File: src/rtl/core/dva_pkg.sv
// dva_pkg: shared types and constants for the directed vector angle block.
// No dependencies.
package dva_pkg;

    localparam int COMPONENT_BITS  = 16;
    localparam int ANGLE_FRAC_BITS = 7;
    localparam int CORDIC_STEPS    = 30;
    localparam int ANGLE_BITS      = 16;
    localparam int PROD_BITS       = 2 * COMPONENT_BITS + 2;
    localparam int SQ_BITS         = 62;
    localparam int ROOT_BITS       = 31;
    localparam int CX_BITS         = 34;
    localparam int ZW              = 34;
    localparam int SCALE_HI        = 30;
    localparam int SCALE_LO        = 29;
    localparam logic [ANGLE_BITS-1:0] FULL_TURN = ANGLE_BITS'(360 << ANGLE_FRAC_BITS);

    typedef logic signed [COMPONENT_BITS-1:0] t_comp;
    typedef logic signed [PROD_BITS-1:0]      t_prod;

    typedef struct packed {
        t_comp first_x;
        t_comp first_y;
        t_comp first_z;
        t_comp second_x;
        t_comp second_y;
        t_comp second_z;
        t_comp normal_x;
        t_comp normal_y;
        t_comp normal_z;
    } t_in_beat;

    typedef struct packed {
        logic [ANGLE_BITS-1:0] angle_deg;
        logic                  degenerate;
    } t_out_beat;

    // Side information carried alongside each item through the pipe.
    typedef struct packed {
        logic degen;
        logic flip;
    } t_side;

    function automatic logic [ZW-1:0] atan_turn(input int i);
        logic [31:0] t;
        begin
            t = 32'd0;
            unique case (i)
                0:  t = 32'd536870912; 1:  t = 32'd316933406;
                2:  t = 32'd167458907; 3:  t = 32'd85004756;
                4:  t = 32'd42667331;  5:  t = 32'd21354465;
                6:  t = 32'd10679838;  7:  t = 32'd5340245;
                8:  t = 32'd2670163;   9:  t = 32'd1335087;
                10: t = 32'd667544;    11: t = 32'd333772;
                12: t = 32'd166886;    13: t = 32'd83443;
                14: t = 32'd41722;     15: t = 32'd20861;
                16: t = 32'd10430;     17: t = 32'd5215;
                18: t = 32'd2608;      19: t = 32'd1304;
                20: t = 32'd652;       21: t = 32'd326;
                22: t = 32'd163;       23: t = 32'd81;
                24: t = 32'd41;        25: t = 32'd20;
                26: t = 32'd10;        27: t = 32'd5;
                28: t = 32'd3;         29: t = 32'd1;
                default: t = 32'd0;
            endcase
            atan_turn = ZW'(t);
        end
    endfunction

endpackage

File: src/rtl/core/dva_sqrt.sv
// dva_sqrt: pipelined integer square root, two result bits per stage.
// Depends on dva_pkg. Carries the dot magnitude, its sign and side bits along.
module dva_sqrt (
    input  logic                        i_clk,
    input  logic                        i_en,
    input  logic [dva_pkg::SQ_BITS-1:0] i_sq,
    input  logic [dva_pkg::CX_BITS-1:0] i_dm,
    input  logic                        i_dneg,
    input  dva_pkg::t_side              i_side,
    output logic [dva_pkg::ROOT_BITS-1:0] o_root,
    output logic [dva_pkg::CX_BITS-1:0] o_dm,
    output logic                        o_dneg,
    output dva_pkg::t_side              o_side
);
    import dva_pkg::*;

    localparam int NST = (ROOT_BITS + 1) / 2;   // 16 stages
    localparam int RW  = SQ_BITS + 2;

    logic [RW-1:0]        r_rem  [0:NST];
    logic [ROOT_BITS-1:0] r_rt   [0:NST];
    logic [CX_BITS-1:0]   r_dm   [0:NST];
    logic                 r_dn   [0:NST];
    t_side                r_sd   [0:NST];

    always_comb begin
        r_rem[0] = RW'(i_sq);
        r_rt[0]  = '0;
        r_dm[0]  = i_dm;
        r_dn[0]  = i_dneg;
        r_sd[0]  = i_side;
    end

    // restoring root: bit pairs from the top, two per stage
    for (genvar s = 0; s < NST; s++) begin : g_st
        logic [RW-1:0] n_rem;
        logic [ROOT_BITS-1:0] n_rt;
        logic [RW-1:0] t;
        always_comb begin
            n_rem = r_rem[s];
            n_rt  = r_rt[s];
            for (int j = 0; j < 2; j++) begin
                if (2 * s + j < ROOT_BITS) begin
                    t = ((RW'(n_rt) << 2) | RW'(1)) << (2 * (ROOT_BITS - 1 - 2 * s - j));
                    n_rt = n_rt << 1;
                    if (n_rem >= t) begin
                        n_rem = n_rem - t;
                        n_rt  = n_rt | ROOT_BITS'(1);
                    end
                end
            end
        end
        always_ff @(posedge i_clk) begin
            if (i_en) begin
                r_rem[s+1] <= n_rem;
                r_rt[s+1]  <= n_rt;
                r_dm[s+1]  <= r_dm[s];
                r_dn[s+1]  <= r_dn[s];
                r_sd[s+1]  <= r_sd[s];
            end
        end
    end

    assign o_root = r_rt[NST];
    assign o_dm   = r_dm[NST];
    assign o_dneg = r_dn[NST];
    assign o_side = r_sd[NST];

endmodule

File: config.mk
export PLATFORM = sky130hd
export DESIGN_NAME = dva_sqrt
export DESIGN_NICKNAME = d
export VERILOG_FILES = /design/src/rtl/core/dva_pkg.sv /design/src/rtl/core/dva_sqrt.sv
export SDC_FILE = /design/constraint.sdc
export NUM_CORES = 2
export LEC_CHECK = 0
export BUFFER_PORTS_ARGS = -buffer_cell sky130_fd_sc_hd__buf_4
export CAP_MARGIN = 20
export CORE_MARGIN = 1.5
export CORE_UTILIZATION = 60
export DETAILED_ROUTE_END_ITERATION = 10
export PLACE_DENSITY_LB_ADDON = 0.08
export SLEW_MARGIN = 20
export SYNTH_ARGS = -nofsm -noshare
export SYNTH_HDL_FRONTEND = slang
export SYNTH_SLANG_ARGS = --single-unit
File: constraint.sdc
create_clock -name i_clk -period 7.85 [get_ports i_clk]
set_input_delay 1.57 -clock i_clk [delete_from_list [all_inputs] [get_ports i_clk]]
set_output_delay 1.57 -clock i_clk [all_outputs]
set_load 0.01 [all_outputs]
==> impl_metrics.py <==
metrics = {
    "status": {
        "status": "finished, final reports clean",
    },
    "critical_path": {
        "reg2reg_to": "r_rem[187]",
        "cp-startpoint": "r_rt[118]",
        "required_ns": 8.46,
        "cp-end-kind": "register",
        "ff2ff_path_depth": 25,
        "reg2reg_from": "r_rt[118]",
        "crit_end": "r_rem[187]",
        "arrival_ns": 8.18,
        "startpoint_type": "register",
        "crit_fanout": 44,
        "r2r_slack_ns": 0.28,
        "worst-setup-path-type": "register to register",
    },
    "floorplanning": {
        "die_y_microns": 412.5,
        "die_x_microns": 412.5,
        "io_pins": 169,
        "core_sq_mm": 0.1668,
        "initial_utilization_pct": 60.29,
        "dieArea_sq_mm": 0.1701,
        "rows": 150,
    },
    "timing": {
        "setup_viol": 0,
        "fin_crit_sh_pct": 96.47,
        "slew_violations": 0,
        "skew_ns": 0.08456,
        "relSlewSlack_pct": 16.97,
        "hold_ws_ns": 0.3879,
        "tightest_slew_ns": 1.234,
        "fmax_ghz": 0.1321,
        "fin_ws_ns": 0.2772,
        "fin_crit_ns": 7.573,
        "final_hold_viol_count": 0,
        "rsz0062_at_grt": "no",
    },
    "synthesis": {
        "yosysMostFrequentCell": "edfxtp_1",
        "yosys_most_used_dff": "edfxtp_1",
        "yosys.area.top_type": "edfxtp_1",
        "seq_area_frac_synth_pct": 54.42,
        "postSynth.asyncResetShare_pct": 0,
        "yosysUniqueCellTypes": 98,
        "yosysTopAreaCellShare_pct": 54.42,
        "synth_edf_count": 1823,
        "synth.top_cells.by_area": "edfxtp_1 (54%), ha_1 (6.7%), xnor2_1 (4.4%)",
        "syn_area_sq_mm": 0.1006,
        "ys_warn_count": 0,
        "postSynthCellCount": 8996,
        "synth_seq_cells": 1823,
        "syn_area_per_cell_sq_um": 11.18,
        "netlist_top_cells_count": "edfxtp_1 (1823), nor2_1 (695), nand2_1 (694), a21oi_1 (650), ha_1 (540)",
        "syn-num-nets": 9637,
    },
    "routing": {
        "finalWirelength_microns": 255500,
        "drc": 0,
        "drtAntennaViolNets": 0,
        "wl_per_cell_microns": 22.14,
        "first_pass_iters": 6,
        "num_vias": 71720,
        "vias_per_cell": 6.215,
        "drtIter0Drc": 6685,
    },
    "finish": {
        "seq_area_sq_mm": 0.05474,
        "nets": 9824,
        "drive_above_1_share_pct": 7.660,
        "multi_input_area_sq_mm": 0.04309,
        "area_delta_synth_final_pct": 9.721,
        "fillCellCount": 12580,
    },
    "clocking": {
        "cts_root_buf": "clkbuf_16",
        "cts_setup_buffers": 0,
        "clk_latency_ns": 0.85,
        "numClockSinks": 1823,
        "cts-buffers-inserted": 181,
        "clockBufferDepth": 3,
        "cts_tree": "done",
        "path_clk_slew_ns": 0.06,
        "htree_levels": 4,
    },
    "power": {
        "seqPwrFrac_pct": 38.3,
        "switching_share_pct": 36.56,
        "combPwrFrac_pct": 37.7,
        "pwr-share-clk_pct": 24.0,
        "power.switching_mw": 13.04,
        "power_leakage_nw": 41.43,
        "peakVddDrop_v": 0.0002421,
        "power_density_mw_per_mm2": 323.1,
        "p_int_mw": 22.62,
    },
    "placement": {
        "gp_congestion": 0.9739,
        "pre_cts_ws_ns": 0.008849,
        "place.port_buffers": 168,
        "dpl.hpwl_microns": 192600,
    },
    "global_route": {
        "grt_max_degree": 195,
        "grt_pass1_vias": 68320,
        "antenna_found_initial": 5,
        "grt_use_total_pct": 29.55,
        "grt_pass1_wl_microns": 391600,
        "overflow": 0,
    },
    "worst_hold_path": {
        "min_path_type": "register to register",
    },
    "flow_run": {
        "cap_violations": 0,
    },
}
power by group through the flow:
stage	combinational, mW	clock [mW]	sequential, mW
after detailed placement	13.1	0	13.8
after global placement	13.0	0	13.8
after CTS	13.2	8.75	13.7
after global routing	14.8	9.11	13.8
after floorplan	9.93	0	13.3
final	13.4	8.55	13.7
critical path, stage by stage (launching register included):
cell and delay (ns):
edfxtp_1 0.53, inv_1 0.14, ha_1 0.56, nand4_1 0.46, nor4_4 0.56, and3_1 0.29
nor2_1 0.12, nand3_2 0.09, buf_4 0.43, a21oi_1 0.21, ha_1 0.44, nand2_1 0.18
nor3_1 0.23, nand3_1 0.23, nor2_1 0.15, nand4_1 0.25, a311oi_2 0.45, o21bai_1 0.17
a21oi_1 0.19, buf_4 0.16, o211ai_1 0.09, and4_1 0.29, inv_2 0.15, nand3_1 0.21
or4_1 0.47, xnor2_1 0.26
worst min path at each step:
stage	start	to	slack [ns]	cells past startpoint
5_1_grt	r_dm[439]	r_dm[405]	0.40	0
3_5_place_dp	r_dn[1]	o_dneg	0.40	0
2_1_floorplan	r_dm[34]	o_dm[0]	0.40	0
4_1_cts	r_rem[196]	r_rem[132]	0.39	0
3_3_place_gp	r_dm[215]	r_dm[181]	0.40	0
6_report	r_rem[196]	r_rem[132]	0.39	0
logic make-up after synthesis:
group	count (synthesis)	synth area share, %
AND/OR/NAND/NOR	2968	14.97
multiplexers	93	1.012
flip-flops	1823	54.42
adder cells (fa/ha/maj)	540	6.716
XOR/XNOR	833	7.267
AO/OA/AOI/OAI	2025	12.77
buffers and inverters	714	2.838
through the flow:
step                      util, %  total power [mW]  instances  setup TNS (ns)  cell area, sq um
after floorplan                 -             23.19       8996               0            100600
after global placement      62.57             26.78      11200        -0.09788            104400
after detailed placement    62.58             26.95      11200               0            104400
after CTS                   66.12             35.63      11540               0            110300
after global routing        66.15             37.66      11540               0            110400
final                       66.15             35.67      11540               0            110400
layout make-up:
class,count,share of cell area [%]
clock inverter,127,1.159
antenna,2,0.004534
sequential,1823,49.60
multi-input combinational,6459,39.04
clock buffer,207,4.192
timing repair buffer,264,1.966
inverter,454,1.544
tap,2204,2.498
flip-flops by register name (all words and copies together) (netlist names):
name and flops:
o_side 2, o_root 31, r_sd 30, r_rt 210, g_st.t 30, r_rem 960
o_dneg 1, o_dm 34, r_dn 15, r_dm 510
cell usage in the layout, fill, tap and decap left out, drive strengths merged, types with 72 or more instances in the layout:
cell and n:
edfxtp 1823, nor2 695, nand2 695, a21oi 650
ha 540, xnor2 509, inv 465, o21ai 417
xor2 323, buf 264, nor4 262, a21o 246
nor3 240, clkbuf 207, nand3 206, nand4 159
or3 109, nand2b 105, clkinv 91, nor2b 82
a31oi 79, and3 75, o31ai 73, o21a 72
layer usage:
layer	track usage (%)	share of wire (%)	up-vias
met5	0	0.013	-
met4	8.323	2.7	6
met3	4.348	5.9	418
met2	49.79	49	2343
met1	39.81	43	34770
li1	-	-	34190
timing repair:
item,CTS,global route
resized for setup,1,2
gates cloned,0,0
hold buffers,0,0
endpoints found under the setup margin,1,34
Power figures use the tool's default switching activity.
